[config.mk]
export PLATFORM = sky130hd
export DESIGN_NAME = modbus_slave_register_engine
export DESIGN_NICKNAME = d
export VERILOG_FILES = /design/src/design/msre_pkg.sv /design/src/design/msre_store.sv /design/src/design/msre_datapath.sv /design/src/design/msre_ctrl.sv /design/src/design/modbus_slave_register_engine.sv
export VERILOG_INCLUDE_DIRS = /design/src /design/src/design
export SDC_FILE = /design/constraint.sdc
export NUM_CORES = 2
export LEC_CHECK = 0
export ABC_CLOCK_PERIOD_IN_PS = 3900
export BUFFER_PORTS_ARGS = -buffer_cell sky130_fd_sc_hd__clkbuf_2
export CORE_UTILIZATION = 56
export CTS_CLUSTER_SIZE = 8
export DETAILED_ROUTE_END_ITERATION = 16
export GPL_ROUTABILITY_DRIVEN = 0
export HOLD_SLACK_MARGIN = 0.15
export PLACE_DENSITY = 0.76
export SETUP_SLACK_MARGIN = 0.05
export SLEW_MARGIN = 20
export SYNTH_ARGS = -nofsm -noshare
export SYNTH_HDL_FRONTEND = slang
export SYNTH_SLANG_ARGS = --single-unit
[constraint.sdc]
create_clock -name clk -period 3.9 [get_ports clk]
set_input_delay 0.195 -clock clk [delete_from_list [all_inputs] [get_ports clk]]
set_output_delay 0.195 -clock clk [all_outputs]
set_load 0.01 [all_outputs]
[src/design/modbus_slave_register_engine_macros.svh]
// Assertion macros shared by the register engine modules.
`ifndef MODBUS_SLAVE_REGISTER_ENGINE_MACROS_SVH
`define MODBUS_SLAVE_REGISTER_ENGINE_MACROS_SVH

// Check a condition in the same cycle as its trigger.
`define MSRE_ASSERT_NOW(label, ck, rn, ante, cons) \
    label: assert property (@(posedge ck) disable iff (!rn) (ante) |-> (cons)) \
        else $error("msre check failed");

// Check a condition in the cycle after its trigger.
`define MSRE_ASSERT_NEXT(label, ck, rn, ante, cons) \
    label: assert property (@(posedge ck) disable iff (!rn) (ante) |=> (cons)) \
        else $error("msre check failed");

`endif

[src/design/msre_pkg.sv]
// Shared types, codes and constants of the Modbus slave register engine.
package msre_pkg;

    localparam int HOLD_DEPTH_DEF  = 32;
    localparam int INPUT_DEPTH_DEF = 32;

    localparam logic [7:0] FC_READ_HOLD   = 8'h03;
    localparam logic [7:0] FC_READ_INPUT  = 8'h04;
    localparam logic [7:0] FC_WRITE_MULTI = 8'h10;
    localparam logic [7:0] EXC_FLAG       = 8'h80;

    localparam logic [1:0] EXC_NONE     = 2'd0;
    localparam logic [1:0] EXC_FUNCTION = 2'd1;
    localparam logic [1:0] EXC_ADDRESS  = 2'd2;

    localparam logic [7:0] SLAVE_ADDR_RESET = 8'd1;

    typedef enum logic [1:0] {
        OP_HEADER,
        OP_WRITE_WORD,
        OP_LOAD_INPUT,
        OP_LOAD_HOLD
    } opcode_t;

    typedef enum logic [2:0] {
        ST_IDLE,
        ST_DECODE,
        ST_EMIT,
        ST_RD_ISSUE,
        ST_RD_DATA
    } state_t;

    typedef enum logic [1:0] {
        EMIT_EXC,
        EMIT_RD_HDR,
        EMIT_WR_ECHO,
        EMIT_DATA
    } emit_t;

    typedef struct packed {
        logic  take;
        logic  hdr_clear;
        logic  wr_setup;
        logic  wr_word;
        logic  load_in;
        logic  load_hold;
        logic  rd_setup;
        logic  rd_issue;
        logic  emit;
        emit_t emit_sel;
    } ctrl_cmd_t;

    typedef struct packed {
        opcode_t op;
        logic    addressed;
        logic    fn_legal;
        logic    range_ok;
        logic    is_write;
        logic    count_zero;
        logic    wr_pending;
        logic    wr_last;
        logic    rd_more;
        logic    slot_free;
    } dp_status_t;

    // Address width of a store; at least one bit.
    function automatic int addr_width(input int depth);
        int w;
        w = (depth > 1) ? $clog2(depth) : 1;
        return w;
    endfunction

endpackage

[src/design/msre_store.sv]
// Register store: one write port, one registered read port, per-entry valid bits.
module msre_store #(
    parameter int DEPTH = msre_pkg::HOLD_DEPTH_DEF,
    parameter int AW    = msre_pkg::addr_width(msre_pkg::HOLD_DEPTH_DEF)
) (
    input  logic          clk,
    input  logic          rst_n,
    input  logic          wr_en,
    input  logic [AW-1:0] wr_addr,
    input  logic [15:0]   wr_data,
    input  logic          rd_en,
    input  logic [AW-1:0] rd_addr,
    output logic [15:0]   rd_data
);

    logic [15:0]      mem [DEPTH];
    logic [DEPTH-1:0] valid_reg;
    logic [15:0]      rd_word_reg;
    logic             rd_hit_reg;

    always_ff @(posedge clk)
    begin
        if (wr_en)
        begin
            mem[wr_addr] <= wr_data;
        end
        if (rd_en)
        begin
            rd_word_reg <= mem[rd_addr];
        end
    end

    // Entries never written read as zero.
    always_ff @(posedge clk or negedge rst_n)
    begin
        if (!rst_n)
        begin
            valid_reg  <= '0;
            rd_hit_reg <= 1'b0;
        end
        else
        begin
            if (wr_en)
            begin
                valid_reg[wr_addr] <= 1'b1;
            end
            if (rd_en)
            begin
                rd_hit_reg <= valid_reg[rd_addr];
            end
        end
    end

    assign rd_data = rd_hit_reg ? rd_word_reg : 16'd0;

endmodule

[src/design/msre_datapath.sv]
// Datapath: request latch, checks, write and read pointers, stores, output register.
`include "modbus_slave_register_engine_macros.svh"

module msre_datapath #(
    parameter int HOLD_DEPTH  = msre_pkg::HOLD_DEPTH_DEF,
    parameter int INPUT_DEPTH = msre_pkg::INPUT_DEPTH_DEF
) (
    input  logic                  clk,
    input  logic                  rst_n,
    input  msre_pkg::ctrl_cmd_t   cmd,
    output msre_pkg::dp_status_t  sts,
    input  logic [1:0]            opcode,
    input  logic [7:0]            dest_address,
    input  logic [7:0]            function_code,
    input  logic [15:0]           start_address,
    input  logic [15:0]           register_count,
    input  logic [15:0]           data_word,
    input  logic [4:0]            local_index,
    input  logic                  cfg_valid,
    input  logic [7:0]            slave_address,
    output logic                  out_valid,
    input  logic                  out_ready,
    output logic                  out_kind,
    output logic [7:0]            out_station,
    output logic [7:0]            out_function,
    output logic [1:0]            exception_code,
    output logic [15:0]           field_a,
    output logic [15:0]           field_b,
    output logic [15:0]           reg_word,
    output logic                  last
);

    localparam int HAW  = msre_pkg::addr_width(HOLD_DEPTH);
    localparam int IAW  = msre_pkg::addr_width(INPUT_DEPTH);
    localparam int HCW  = $clog2(HOLD_DEPTH + 1);
    localparam int MAXD = (HOLD_DEPTH > INPUT_DEPTH) ? HOLD_DEPTH : INPUT_DEPTH;
    localparam int RAW  = $clog2(MAXD + 1);
    localparam logic [16:0] HOLD_LIM  = 17'(HOLD_DEPTH);
    localparam logic [16:0] INPUT_LIM = 17'(INPUT_DEPTH);

    // Latched input beat
    msre_pkg::opcode_t op_reg;
    logic [7:0]        dest_reg;
    logic [7:0]        fn_reg;
    logic [15:0]       start_reg;
    logic [15:0]       count_reg;
    logic [15:0]       word_reg;
    logic [4:0]        idx_reg;

    logic [7:0]        slave_address_reg;

    // Write-multiple state
    logic              wr_pending_reg, wr_pending_next;
    logic [HAW-1:0]    wr_ptr_reg, wr_ptr_next;
    logic [HCW-1:0]    wr_left_reg, wr_left_next;
    logic [15:0]       saved_start_reg, saved_start_next;
    logic [15:0]       saved_count_reg, saved_count_next;

    // Read state
    logic [RAW-1:0]    rd_addr_reg, rd_addr_next;
    logic [RAW-1:0]    rd_left_reg, rd_left_next;
    logic              rd_input_reg, rd_input_next;

    // Output register
    logic              out_valid_reg, out_valid_next;
    logic              out_kind_reg, out_kind_next;
    logic [7:0]        out_station_reg;
    logic [7:0]        out_function_reg, out_function_next;
    logic [1:0]        exception_code_reg, exception_code_next;
    logic [15:0]       field_a_reg, field_a_next;
    logic [15:0]       field_b_reg, field_b_next;
    logic [15:0]       reg_word_reg, reg_word_next;
    logic              last_reg, last_next;

    logic              fn_rd_hold, fn_rd_input, fn_write;
    logic [16:0]       span;
    logic              idx_in_hold, idx_in_input;

    logic              hold_wr_en, hold_rd_en;
    logic [HAW-1:0]    hold_wr_addr;
    logic [15:0]       hold_rd_data;
    logic              input_wr_en, input_rd_en;
    logic [15:0]       input_rd_data;

    always_ff @(posedge clk)
    begin
        if (cmd.take)
        begin
            op_reg    <= msre_pkg::opcode_t'(opcode);
            dest_reg  <= dest_address;
            fn_reg    <= function_code;
            start_reg <= start_address;
            count_reg <= register_count;
            word_reg  <= data_word;
            idx_reg   <= local_index;
        end
    end

    // Request checks
    always_comb
    begin
        fn_rd_hold   = (fn_reg == msre_pkg::FC_READ_HOLD);
        fn_rd_input  = (fn_reg == msre_pkg::FC_READ_INPUT);
        fn_write     = (fn_reg == msre_pkg::FC_WRITE_MULTI);
        span         = {1'b0, start_reg} + {1'b0, count_reg};
        idx_in_hold  = (32'(idx_reg) < HOLD_DEPTH);
        idx_in_input = (32'(idx_reg) < INPUT_DEPTH);

        sts.op         = op_reg;
        sts.addressed  = (dest_reg == slave_address_reg) || (dest_reg == 8'd0);
        sts.fn_legal   = fn_rd_hold || fn_rd_input || fn_write;
        sts.range_ok   = span <= (fn_rd_input ? INPUT_LIM : HOLD_LIM);
        sts.is_write   = fn_write;
        sts.count_zero = (count_reg == 16'd0);
        sts.wr_pending = wr_pending_reg;
        sts.wr_last    = (wr_left_reg == HCW'(1));
        sts.rd_more    = (rd_left_reg != '0);
        sts.slot_free  = !out_valid_reg || out_ready;
    end

    // Write-multiple bookkeeping
    always_comb
    begin
        wr_pending_next  = wr_pending_reg;
        wr_ptr_next      = wr_ptr_reg;
        wr_left_next     = wr_left_reg;
        saved_start_next = saved_start_reg;
        saved_count_next = saved_count_reg;
        if (cmd.wr_setup)
        begin
            wr_pending_next  = (count_reg != 16'd0);
            wr_ptr_next      = HAW'(start_reg);
            wr_left_next     = HCW'(count_reg);
            saved_start_next = start_reg;
            saved_count_next = count_reg;
        end
        else if (cmd.hdr_clear)
        begin
            wr_pending_next = 1'b0;
            wr_left_next    = '0;
        end
        else if (cmd.wr_word)
        begin
            wr_ptr_next  = wr_ptr_reg + HAW'(1);
            wr_left_next = wr_left_reg - HCW'(1);
            if (wr_left_reg == HCW'(1))
            begin
                wr_pending_next = 1'b0;
            end
        end
    end

    // Read sequencing
    always_comb
    begin
        rd_addr_next  = rd_addr_reg;
        rd_left_next  = rd_left_reg;
        rd_input_next = rd_input_reg;
        if (cmd.rd_setup)
        begin
            rd_addr_next  = RAW'(start_reg);
            rd_left_next  = RAW'(count_reg);
            rd_input_next = fn_rd_input;
        end
        else if (cmd.rd_issue)
        begin
            rd_addr_next = rd_addr_reg + RAW'(1);
            rd_left_next = rd_left_reg - RAW'(1);
        end
    end

    always_ff @(posedge clk or negedge rst_n)
    begin
        if (!rst_n)
        begin
            slave_address_reg <= msre_pkg::SLAVE_ADDR_RESET;
            wr_pending_reg    <= 1'b0;
            wr_ptr_reg        <= '0;
            wr_left_reg       <= '0;
            saved_start_reg   <= '0;
            saved_count_reg   <= '0;
            rd_addr_reg       <= '0;
            rd_left_reg       <= '0;
            rd_input_reg      <= 1'b0;
            out_valid_reg     <= 1'b0;
        end
        else
        begin
            if (cfg_valid)
            begin
                slave_address_reg <= slave_address;
            end
            wr_pending_reg  <= wr_pending_next;
            wr_ptr_reg      <= wr_ptr_next;
            wr_left_reg     <= wr_left_next;
            saved_start_reg <= saved_start_next;
            saved_count_reg <= saved_count_next;
            rd_addr_reg     <= rd_addr_next;
            rd_left_reg     <= rd_left_next;
            rd_input_reg    <= rd_input_next;
            out_valid_reg   <= out_valid_next;
        end
    end

    // Store ports
    assign hold_wr_en   = cmd.wr_word || (cmd.load_hold && idx_in_hold);
    assign hold_wr_addr = cmd.wr_word ? wr_ptr_reg : HAW'(idx_reg);
    assign hold_rd_en   = cmd.rd_issue && !rd_input_reg;
    assign input_wr_en  = cmd.load_in && idx_in_input;
    assign input_rd_en  = cmd.rd_issue && rd_input_reg;

    msre_store #(
        .DEPTH (HOLD_DEPTH),
        .AW    (HAW)
    ) u_hold_store (
        .clk     (clk),
        .rst_n   (rst_n),
        .wr_en   (hold_wr_en),
        .wr_addr (hold_wr_addr),
        .wr_data (word_reg),
        .rd_en   (hold_rd_en),
        .rd_addr (HAW'(rd_addr_reg)),
        .rd_data (hold_rd_data)
    );

    msre_store #(
        .DEPTH (INPUT_DEPTH),
        .AW    (IAW)
    ) u_input_store (
        .clk     (clk),
        .rst_n   (rst_n),
        .wr_en   (input_wr_en),
        .wr_addr (IAW'(idx_reg)),
        .wr_data (word_reg),
        .rd_en   (input_rd_en),
        .rd_addr (IAW'(rd_addr_reg)),
        .rd_data (input_rd_data)
    );

    // Output beat formation
    always_comb
    begin
        out_kind_next       = 1'b0;
        out_function_next   = fn_reg;
        exception_code_next = msre_pkg::EXC_NONE;
        field_a_next        = 16'd0;
        field_b_next        = 16'd0;
        reg_word_next       = 16'd0;
        last_next           = 1'b1;
        unique case (cmd.emit_sel)
            msre_pkg::EMIT_EXC:
            begin
                out_function_next   = fn_reg + msre_pkg::EXC_FLAG;
                exception_code_next = sts.fn_legal ? msre_pkg::EXC_ADDRESS
                                                   : msre_pkg::EXC_FUNCTION;
            end
            msre_pkg::EMIT_RD_HDR:
            begin
                field_a_next = {count_reg[14:0], 1'b0};
                last_next    = sts.count_zero;
            end
            msre_pkg::EMIT_WR_ECHO:
            begin
                out_function_next = msre_pkg::FC_WRITE_MULTI;
                field_a_next      = saved_start_reg;
                field_b_next      = saved_count_reg;
            end
            msre_pkg::EMIT_DATA:
            begin
                out_kind_next = 1'b1;
                reg_word_next = rd_input_reg ? input_rd_data : hold_rd_data;
                last_next     = (rd_left_reg == '0);
            end
            default:
            begin
                out_kind_next = 1'b0;
            end
        endcase

        if (cmd.emit)
        begin
            out_valid_next = 1'b1;
        end
        else if (out_ready)
        begin
            out_valid_next = 1'b0;
        end
        else
        begin
            out_valid_next = out_valid_reg;
        end
    end

    always_ff @(posedge clk)
    begin
        if (cmd.emit)
        begin
            out_kind_reg       <= out_kind_next;
            out_station_reg    <= slave_address_reg;
            out_function_reg   <= out_function_next;
            exception_code_reg <= exception_code_next;
            field_a_reg        <= field_a_next;
            field_b_reg        <= field_b_next;
            reg_word_reg       <= reg_word_next;
            last_reg           <= last_next;
        end
    end

    assign out_valid      = out_valid_reg;
    assign out_kind       = out_kind_reg;
    assign out_station    = out_station_reg;
    assign out_function   = out_function_reg;
    assign exception_code = exception_code_reg;
    assign field_a        = field_a_reg;
    assign field_b        = field_b_reg;
    assign reg_word       = reg_word_reg;
    assign last           = last_reg;

    `MSRE_ASSERT_NOW(a_wr_word_pending, clk, rst_n, cmd.wr_word, wr_pending_reg)
    `MSRE_ASSERT_NOW(a_rd_issue_left, clk, rst_n, cmd.rd_issue, rd_left_reg != '0)
    `MSRE_ASSERT_NOW(a_hold_addr_range, clk, rst_n, hold_wr_en, 32'(hold_wr_addr) < HOLD_DEPTH)
    `MSRE_ASSERT_NEXT(a_wr_done, clk, rst_n, cmd.wr_word && sts.wr_last, !wr_pending_reg)

endmodule

[src/design/msre_ctrl.sv]
// Controller: sequences decode, response emission and register reads.
`include "modbus_slave_register_engine_macros.svh"

module msre_ctrl (
    input  logic                 clk,
    input  logic                 rst_n,
    input  logic                 in_valid,
    output logic                 in_ready,
    input  msre_pkg::dp_status_t sts,
    output msre_pkg::ctrl_cmd_t  cmd
);

    msre_pkg::state_t state_reg, state_next;
    msre_pkg::emit_t  emit_sel_reg, emit_sel_next;

    always_ff @(posedge clk or negedge rst_n)
    begin
        if (!rst_n)
        begin
            state_reg    <= msre_pkg::ST_IDLE;
            emit_sel_reg <= msre_pkg::EMIT_EXC;
        end
        else
        begin
            state_reg    <= state_next;
            emit_sel_reg <= emit_sel_next;
        end
    end

    // Next state
    always_comb
    begin
        state_next    = state_reg;
        emit_sel_next = emit_sel_reg;
        unique case (state_reg)
            msre_pkg::ST_IDLE:
            begin
                if (in_valid)
                begin
                    state_next = msre_pkg::ST_DECODE;
                end
            end
            msre_pkg::ST_DECODE:
            begin
                state_next = msre_pkg::ST_IDLE;
                unique case (sts.op)
                    msre_pkg::OP_HEADER:
                    begin
                        if (sts.addressed)
                        begin
                            if (!sts.fn_legal || !sts.range_ok)
                            begin
                                emit_sel_next = msre_pkg::EMIT_EXC;
                                state_next    = msre_pkg::ST_EMIT;
                            end
                            else if (sts.is_write)
                            begin
                                if (sts.count_zero)
                                begin
                                    emit_sel_next = msre_pkg::EMIT_WR_ECHO;
                                    state_next    = msre_pkg::ST_EMIT;
                                end
                            end
                            else
                            begin
                                emit_sel_next = msre_pkg::EMIT_RD_HDR;
                                state_next    = msre_pkg::ST_EMIT;
                            end
                        end
                    end
                    msre_pkg::OP_WRITE_WORD:
                    begin
                        if (sts.wr_pending && sts.wr_last)
                        begin
                            emit_sel_next = msre_pkg::EMIT_WR_ECHO;
                            state_next    = msre_pkg::ST_EMIT;
                        end
                    end
                    default:
                    begin
                        state_next = msre_pkg::ST_IDLE;
                    end
                endcase
            end
            msre_pkg::ST_EMIT:
            begin
                if (sts.slot_free)
                begin
                    if ((emit_sel_reg == msre_pkg::EMIT_RD_HDR) && !sts.count_zero)
                    begin
                        state_next = msre_pkg::ST_RD_ISSUE;
                    end
                    else
                    begin
                        state_next = msre_pkg::ST_IDLE;
                    end
                end
            end
            msre_pkg::ST_RD_ISSUE:
            begin
                state_next = msre_pkg::ST_RD_DATA;
            end
            msre_pkg::ST_RD_DATA:
            begin
                if (sts.slot_free && !sts.rd_more)
                begin
                    state_next = msre_pkg::ST_IDLE;
                end
            end
            default:
            begin
                state_next = msre_pkg::ST_IDLE;
            end
        endcase
    end

    // Commands
    always_comb
    begin
        cmd          = '0;
        cmd.emit_sel = emit_sel_reg;
        unique case (state_reg)
            msre_pkg::ST_IDLE:
            begin
                cmd.take = in_valid;
            end
            msre_pkg::ST_DECODE:
            begin
                unique case (sts.op)
                    msre_pkg::OP_HEADER:
                    begin
                        if (sts.addressed)
                        begin
                            cmd.hdr_clear = 1'b1;
                            if (sts.fn_legal && sts.range_ok)
                            begin
                                cmd.wr_setup = sts.is_write;
                                cmd.rd_setup = !sts.is_write;
                            end
                        end
                    end
                    msre_pkg::OP_WRITE_WORD:
                    begin
                        cmd.wr_word = sts.wr_pending;
                    end
                    msre_pkg::OP_LOAD_INPUT:
                    begin
                        cmd.load_in = 1'b1;
                    end
                    msre_pkg::OP_LOAD_HOLD:
                    begin
                        cmd.load_hold = 1'b1;
                    end
                    default:
                    begin
                        cmd.load_in = 1'b0;
                    end
                endcase
            end
            msre_pkg::ST_EMIT:
            begin
                cmd.emit = sts.slot_free;
            end
            msre_pkg::ST_RD_ISSUE:
            begin
                cmd.rd_issue = 1'b1;
            end
            msre_pkg::ST_RD_DATA:
            begin
                if (sts.slot_free)
                begin
                    cmd.emit     = 1'b1;
                    cmd.emit_sel = msre_pkg::EMIT_DATA;
                    cmd.rd_issue = sts.rd_more;
                end
            end
            default:
            begin
                cmd.take = 1'b0;
            end
        endcase
    end

    assign in_ready = (state_reg == msre_pkg::ST_IDLE);

    `MSRE_ASSERT_NOW(a_emit_slot_free, clk, rst_n, cmd.emit, sts.slot_free)

endmodule

[src/design/modbus_slave_register_engine.sv]
// Top level of the Modbus slave register engine (functions 03, 04 and 0x10).
//
//  channel | signals                               | direction | beat
//  --------+---------------------------------------+-----------+-------------------------
//  in      | in_valid/in_ready + 7 request fields  | input     | header, data word, load
//  out     | out_valid/out_ready + 8 result fields | output    | response header or word
//  cfg     | cfg_valid/cfg_ready + slave_address   | input     | own station address
//
// A load or a stray data beat passes through accept and decode; a beat that answers
// with one header also passes through emit, which waits until the output register is free.
// A read of N registers goes on through the issue and data states: the registered store read
// port delivers one word a cycle while the output side keeps taking beats.
// Reset is asynchronous; per-entry valid bits make both stores read as zero at once,
// so there is no clearing pass.
// An output stall holds the sequencer; the input side stays not ready until it resumes.
module modbus_slave_register_engine #(
    parameter int HOLD_DEPTH  = msre_pkg::HOLD_DEPTH_DEF,
    parameter int INPUT_DEPTH = msre_pkg::INPUT_DEPTH_DEF
) (
    input  logic        clk,
    input  logic        rst_n,

    input  logic        in_valid,
    output logic        in_ready,
    input  logic [1:0]  opcode,
    input  logic [7:0]  dest_address,
    input  logic [7:0]  function_code,
    input  logic [15:0] start_address,
    input  logic [15:0] register_count,
    input  logic [15:0] data_word,
    input  logic [4:0]  local_index,

    output logic        out_valid,
    input  logic        out_ready,
    output logic        out_kind,
    output logic [7:0]  out_station,
    output logic [7:0]  out_function,
    output logic [1:0]  exception_code,
    output logic [15:0] field_a,
    output logic [15:0] field_b,
    output logic [15:0] reg_word,
    output logic        last,

    input  logic        cfg_valid,
    output logic        cfg_ready,
    input  logic [7:0]  slave_address
);

    msre_pkg::ctrl_cmd_t  cmd;
    msre_pkg::dp_status_t sts;

    // Configuration beats land at once; the user is to send them only while idle, which the block does not enforce.
    assign cfg_ready = 1'b1;

    // Controller: walks decode, emit and read states and drives datapath commands.
    msre_ctrl u_ctrl (
        .clk      (clk),
        .rst_n    (rst_n),
        .in_valid (in_valid),
        .in_ready (in_ready),
        .sts      (sts),
        .cmd      (cmd)
    );

    // Datapath: holds the request, both stores, write progress and the output register.
    msre_datapath #(
        .HOLD_DEPTH  (HOLD_DEPTH),
        .INPUT_DEPTH (INPUT_DEPTH)
    ) u_datapath (
        .clk            (clk),
        .rst_n          (rst_n),
        .cmd            (cmd),
        .sts            (sts),
        .opcode         (opcode),
        .dest_address   (dest_address),
        .function_code  (function_code),
        .start_address  (start_address),
        .register_count (register_count),
        .data_word      (data_word),
        .local_index    (local_index),
        .cfg_valid      (cfg_valid),
        .slave_address  (slave_address),
        .out_valid      (out_valid),
        .out_ready      (out_ready),
        .out_kind       (out_kind),
        .out_station    (out_station),
        .out_function   (out_function),
        .exception_code (exception_code),
        .field_a        (field_a),
        .field_b        (field_b),
        .reg_word       (reg_word),
        .last           (last)
    );

endmodule
## After elaboration in Yosys (flattened, before gate mapping)

Memory sizes are Yosys's and may differ from the RTL's. A register that Yosys moved wholly into a read port is not among the register bits.
Cells that the tools add are included.

| word-level totals | value |
|---|---|
| flip-flop bits (word level) | 276 |
| bits in latches | 0 |
| memory bits (writable) | 1024 |
| ROM bits | 0 |
| input bits | 84 |
| output and inout port bits | 71 |
| memories kept | 2 |

| operators by class | value |
|---|---|
| $add $sub $neg | 6 |
| multiply operators | 0 |
| div/mod/pow operators | 0 |
| order comparisons | 6 |
| eq/ne operators | 23 |
| shifts and indexed selects | 0 |
| mux-type cells | 69 |
| bitwise logic cells | 2 |
| reductions and logical operators | 39 |

Memory list:

| name | depth | bits a word | read ports | clocked after memory_dff | wr ports | RTL line | source |
|---|---|---|---|---|---|---|---|
| u_datapath.u_hold_store.mem | 32 | 16 | 1 | 1 | 1 | msre_store.sv:16 | `logic [15:0] mem [DEPTH];` |
| u_datapath.u_input_store.mem | 32 | 16 | 1 | 1 | 1 | msre_store.sv:16 |  |

Operator list:

| kind | number |
|---|---|
| OR 32 bit | 2 |
| two-way mux 16 bit | 3 |
| two-way mux 6 bit | 8 |
| case mux 16 bit (2 select lines) | 1 |
| two-way mux 2 bit | 13 |
| two-way mux 1 bit | 23 |
| two-way mux 5 bit | 4 |
| < comparator 5 x 6 -> 1 bit, second input constant | 3 |
| adder 16 x 16 -> 17 bit | 1 |
| less-or-equal comparator 17 x 6 -> 1 bit, second input constant | 1 |
| zero test 16 bit | 1 |
| case mux 8 bit (2 select lines) | 1 |
| nonzero test 16 bit | 1 |
| two-way mux 3 bit | 5 |
| case mux 3 bit (5 select lines) | 1 |
| subtractor 6 x 1 -> 6 bit, second input constant | 2 |
| binary-select mux 1 bit (select 5 bit) | 2 |
| demux 1 bit (select 5 bit) | 2 |
| greater-or-equal comparator 5 x 1 -> 1 bit, second input constant | 2 |
| adder 8 bit, second input constant | 1 |
| == test 2 bit, second input constant | 4 |
| == test 8 x 2 -> 1 bit, second input constant | 1 |
| == test 8 x 3 -> 1 bit, second input constant | 1 |
| == test 8 x 5 -> 1 bit, second input constant | 1 |
| 28 further kinds | 61 |

## Depth between registers and ports, before layout

| depth | value |
|---|---|
| depth in word-level cells | 14 |
| gate-level depth with buffers | 11 |
| gate-level depth less buffers | 10 |

## Hierarchy

A second synthesis with hierarchy kept.

| unflattened totals | value |
|---|---|
| cells, all modules | 2519 |
| area, all modules | 52252.6 um^2 |

By module, submodules not included:

| module | instances | cells each | area each (um^2) | seq. area each (um^2) |
|---|---|---|---|---|
| msre_store | 2 | 913 | 21494.4 | 16681.0 |
| msre_datapath | 1 | 641 | 8818.5 | 5801.8 |
| msre_ctrl | 1 | 50 | 434.2 | 125.1 |
| modbus_slave_register_engine | 1 | 2 | 11.3 | 0.0 |

## Least setup slack after synthesis

OpenSTA, ideal clock, no wires.

| path | value |
|---|---|
| path kind | register to register |
| start point | register u_ctrl.state_reg[1] |
| end point | memory u_datapath.u_hold_store.mem[17][0] (enable) |
| arrival time | 3.233 ns |
| setup slack | 0.256 ns |
| cell stages (with the launch flop) | 9 |
| buffers on the path | 1 |
| clock period less this slack | 3.644 ns |
| cell sequence | dfrtp_1 -> clkbuf_1 -> nor3b_1 -> nand2_1 -> nor2_1 -> nand2_1 -> mux2i_1 -> or3b_2 -> nor3_1 |

| between the ends | value |
|---|---|
| cells in the longest elaborated chain, start to end | 5 |

Ends and longest elaborated chain:

| item | RTL line | source |
|---|---|---|
| start, declared | msre_ctrl.sv:13 | `msre_pkg::state_t state_reg, state_next;` |
| start signal, assigned | msre_ctrl.sv:20 | `state_reg <= msre_pkg::ST_IDLE;` |
| start signal, assigned | msre_ctrl.sv:25 | `state_reg <= state_next;` |
| == test 3 x 1 -> 1 bit * | msre_ctrl.sv:122 | `unique case (state_reg)` |
| two-way mux 6 bit * | msre_ctrl.sv:122 |  |
| logical OR 1 bit | msre_datapath.sv:206 | `assign hold_wr_en = cmd.wr_word \|\| (cmd.load_hold && idx_in_hold);` |
| two-way mux 1 bit | msre_store.sv:23 | `if (wr_en)` |
| two-way mux 1 bit (implied by the code) | msre_store.sv:25 | `mem[wr_addr] <= wr_data;` |
| end, declared | msre_store.sv:16 |  |

Mark *: on every way between the ends. The rest lies on a longest branch, timed or not.

## Final worst setup path

| path | value |
|---|---|
| start point | register u_datapath.count_reg[3] |
| end point | register u_datapath.saved_start_reg[10] |

| between the ends | value |
|---|---|
| cells in the longest elaborated chain, start to end | 7 |

Ends and longest elaborated chain:

| item | RTL line | source |
|---|---|---|
| start, declared | msre_datapath.sv:46 | `logic [15:0] count_reg;` |
| start signal, assigned | msre_datapath.sv:93 | `count_reg <= register_count;` |
| adder 16 x 16 -> 17 bit | msre_datapath.sv:105 | `span = {1'b0, start_reg} + {1'b0, count_reg};` |
| less-or-equal comparator 17 x 6 -> 1 bit | msre_datapath.sv:112 | `sts.range_ok = span <= (fn_rd_input ? INPUT_LIM : HOLD_LIM);` |
| logical AND 1 bit | msre_ctrl.sv:135 | `if (sts.fn_legal && sts.range_ok)` |
| two-way mux 1 bit | msre_ctrl.sv:135 |  |
| two-way mux 2 bit | msre_ctrl.sv:132 | `if (sts.addressed)` |
| two-way mux 2 bit | msre_ctrl.sv:129 | `unique case (sts.op)` |
| two-way mux 6 bit | msre_ctrl.sv:122 |  |
| end signal, assigned | msre_datapath.sv:196 | `saved_start_reg <= saved_start_next;` |
| end, declared | msre_datapath.sv:56 | `logic [15:0] saved_start_reg, saved_start_next;` |

No other way between the ends.
A chain may end at the register's enable or synchronous reset.

==> results.md <==
- Clock-pin slew was measured on the worst setup and hold paths at 0.05 ns.
- In the final layout, the share of cells above drive strength 1 is 0.3175.
- The max-slew violation count came to 0.
- For this design, the sink count on the clock tree is 1331.
- The startpoint of the most critical register-to-register path is u_datapath.count_reg[3].
- The number of I/O port buffers is 153.
- The top achievable clock speed is 270.2 MHz.
- The residual antenna-violating net count after detailed routing is 0.
- The cell taking the most area after synthesis is edfxtp_1.
- In this run the deepest clock path goes through 3 buffers.
- Counting instances in the post-synthesis netlist gives the leading cell types as edfxtp_1, mux4_2, dfrtp_1.
- The total of endpoints with negative setup slack in the final report is 0.
- The average vias per placed instance is 6.459.
- The kind of start point of the critical path is a register.
- The critical path data arrival time is 4.32 ns.
- In the synthesized netlist the async set-or-reset flop fraction comes to 0.1022.
- The mapped netlist covers 51910 um^2.
- The number of filler instances in the final layout is 5373.
- edfxtp_1 is the most common cell in the netlist.
- The area added between synthesis and finish is 18.46%.
- The count of state elements after synthesis is 1331.
- The length of the first detailed-routing pass in iterations is 6.
- The final-report hold violation count is 0.
- The first global-routing pass estimated 190300 um of wire.
- Entering global routing, the biggest net connects 106 pins.
- The initial antenna violation count was 7.
- The analysis attributes to cell leakage a power of 0.02097 uW.
- CTS placed an instance of clkbuf_16 at the clock tree root.
- The number of maximum-capacitance violations is 0.
- In this design, the stage delay of the slowest critical-path cell is 0.55 ns.
- In this run the critical register-to-register path is captured at u_datapath.saved_start_reg[10].
- The die is 306.5 um wide.
- For this run, design rule violations remaining after detail routing come to 0.
- The number of top-level design ports is 155.
- The setup fix buffers added after clock tree synthesis is 0.
- Of all nets on the critical path, the largest fanout is 37.
- Grouping stages by cell kind, the critical path spends the most delay in compound AO/OA/AOI/OAI gates.
- The number of buffers and inverters on the critical path is 1.
- The clock period could shrink to 3.701 ns.
- The number of cells on the worst reg-to-reg path is 10.
- Among all flip-flop cells after synthesis, the most frequent one is edfxtp_1.
- Counting every net in the synthesized netlist gives 2546.
- From bottom edge to top edge, the die measures 306.5 um.
- The distinct cell type count after synthesis is 68.
- The total global routing track utilization is 0.2827.
- The floorplan die area is 93930 um^2.
- The floorplan has 111 rows.
- The cell count after synthesis came out at 2436.
- The worst-margin pin slew is 1.063 ns.
- The kind of path behind the tightest hold check is in2async.
- The CTS buffer count is 184.
- The number of nets in the layout is 3015.
- The sum of routed wire length over all layers is 130900 um.
- Ranked by total cell area, the synthesized netlist is headed by edfxtp_1, mux4_2, dfrtp_1.
- The largest registers in the layout are u_datapath.u_hold_store.mem x512, u_datapath.u_input_store.mem x512.
- The total via count in the routed design is 27580.
- Counting flops with a built-in enable in the synthesized netlist gives 1195.
- The critical path start-end classification is reg2reg.
- The via count of the first global-routing pass came to 28680.
- After the first detailed-routing iteration, the DRC count stood at 3598.
- Across the routed clock network, the largest skew measured is 0.02361 ns.
- Dividing the final minimum period by the clock period gives 0.9490.
- The signal on the critical path passes through ha_1, a21o_1, a31o_1, o21ba_1, or4b_1, a21oi_1, o221ai_2, nor4_4, buf_12, mux2_1.
- The required time of the worst setup path is 4.52 ns.
- The average routed wire per standard cell is 30.65 um.
- The synthesized area divided by synthesized cell count is 21.31 um^2.
- Adding up every negative setup slack in the final design gives 0 ns.
- During synthesis, Yosys emitted a total of 0 warnings.
- The run finished with clean final reports.
- The total number of H-tree levels is 4.
- For this configuration, the core starts out at a cell density of 0.5655.
- The reg-to-reg setup timing slack is 0.20 ns.
- Setup repair after global routing left no endpoint under its margin.
- Once detailed placement completed, the half-perimeter wirelength came to 69340 um.
- The share of synthesized area in the top cell type comes to 0.6912.
- Total power for the finished layout comes to 39720 uW.
- The CTS tree is done.
- The total overflow reported by the global router is 0.
- The peak supply drop is 511.6 uV.
- Measured against its own limit, the worst slew margin works out to 0.2915.
- Clock latency on the worst-skew pair, taken at its later pin, is 0.75 ns.
- For this design, the slowest cell found on the critical path is edfxtp_1.
- The number of antenna repair diodes is 0.
- The critical path endpoint category is a register.
- The share of the Yosys chip area taken by registers is 0.7568.
- Dividing total power by cell area gives a power density of 645.9 nW/um^2.
- The core region area is 91800 um^2.
-- worst reg2reg max path: stages (launching register included) --
cell	delay (ns)
edfxtp_1	0.55
ha_1	0.35
a21o_1	0.19
a31o_1	0.23
o21ba_1	0.22
or4b_1	0.55
a21oi_1	0.21
o221ai_2	0.32
nor4_4	0.29
buf_12	0.27
mux2_1	0.37
-- repair_timing --
action	CTS	global route
hold buffers	122	0
gates resized for setup	0	3
endpoints found under the setup margin	0	55
endpoints found under the hold margin	228	0
-- layout make-up --
| type | count | area [um^2] | share of cell area |
|---|---|---|---|
| sequential | 1331 | 39300 | 0.6391 |
| multi-input combinational | 963 | 12150 | 0.1975 |
| clock buffer | 298 | 5149 | 0.08372 |
| timing repair buffer | 408 | 3182 | 0.05174 |
| tap | 1243 | 1555 | 0.02529 |
| clock inverter | 10 | 98.84 | 0.001607 |
| inverter | 17 | 63.81 | 0.001038 |
-- metal layers --
metal  track usage  part of all wire
met1        0.3636              0.36
met5             0           0.00044
met2        0.4757              0.51
met4        0.1049             0.035
met3       0.06249              0.10
-- layout by cell type (no fill, tap or decap), types with 31 or more instances in the layout --
| cell type | count |
|---|---|
| mux4_2 | 340 |
| dfrtp_1 | 131 |
| mux2_2 | 53 |
| nand2_1 | 44 |
| buf_4 | 118 |
| a22oi_1 | 31 |
| nor2_1 | 88 |
| clkbuf_2 | 152 |
| edfxtp_1 | 1195 |
| nor2b_1 | 32 |
| dlygate4sd3_1 | 122 |
| or2_2 | 50 |
| clkbuf_16 | 189 |
| clkbuf_1 | 108 |
-- stage by stage --
step | instances | instance area (um^2) | util | worst slack [ns] | hold slack, ns
3_3_place_gp | 3840 | 55010 | 0.5993 | 0.1586 | 0.3718
6_report | 4270 | 61500 | 0.6699 | 0.1990 | 0.1335
2_1_floorplan | 2436 | 51910 | - | 0.2564 | -0.1006
3_5_place_dp | 3840 | 55010 | 0.5993 | 0.1866 | 0.3736
5_1_grt | 4270 | 61500 | 0.6699 | 0.05644 | 0.1597
4_1_cts | 4270 | 61480 | 0.6697 | 0.1124 | 0.1510
-- cells by family (layout without fill, tap and decap cells) --
kind of cell	after synthesis	in the layout	share of synthesized area
flip-flops	1331	1331	0.7568
multiplexers	428	428	0.1664
AND/OR/NAND/NOR	329	329	0.03355
AO/OA/AOI/OAI	148	148	0.02070
buffers and inverters	142	733	0.01080
other	1	1	0.00007223
XOR/XNOR	31	31	0.005230
adder cells (fa/ha/maj)	26	26	0.006411
-- report_power, final --
group          total (uW)  internal (uW)  leakage (uW)  switching [uW]
combinational        8320           4210       0.00586            4110
sequential          16800          16200        0.0126             571
clock               14600           8890       0.00251            5750
total               39700          29300        0.0210           10400
-- worst max-delay path by stage --
stage,start,end,slack [ns],depth (start not counted)
after floorplan,u_ctrl.state_reg[1],u_datapath.u_hold_store.mem[17][0],0.26,8
after CTS,u_datapath.count_reg[0],u_datapath.rd_addr_reg[4],0.11,12
final,u_datapath.count_reg[3],u_datapath.saved_start_reg[10],0.20,10
after global placement,u_datapath.count_reg[0],u_datapath.saved_start_reg[15],0.16,11
after global routing,u_datapath.count_reg[6],u_datapath.saved_count_reg[8],0.06,10
after detailed placement,u_datapath.start_reg[0],u_datapath.saved_start_reg[10],0.19,11
No activity file was read; power rests on OpenSTA's default activity.
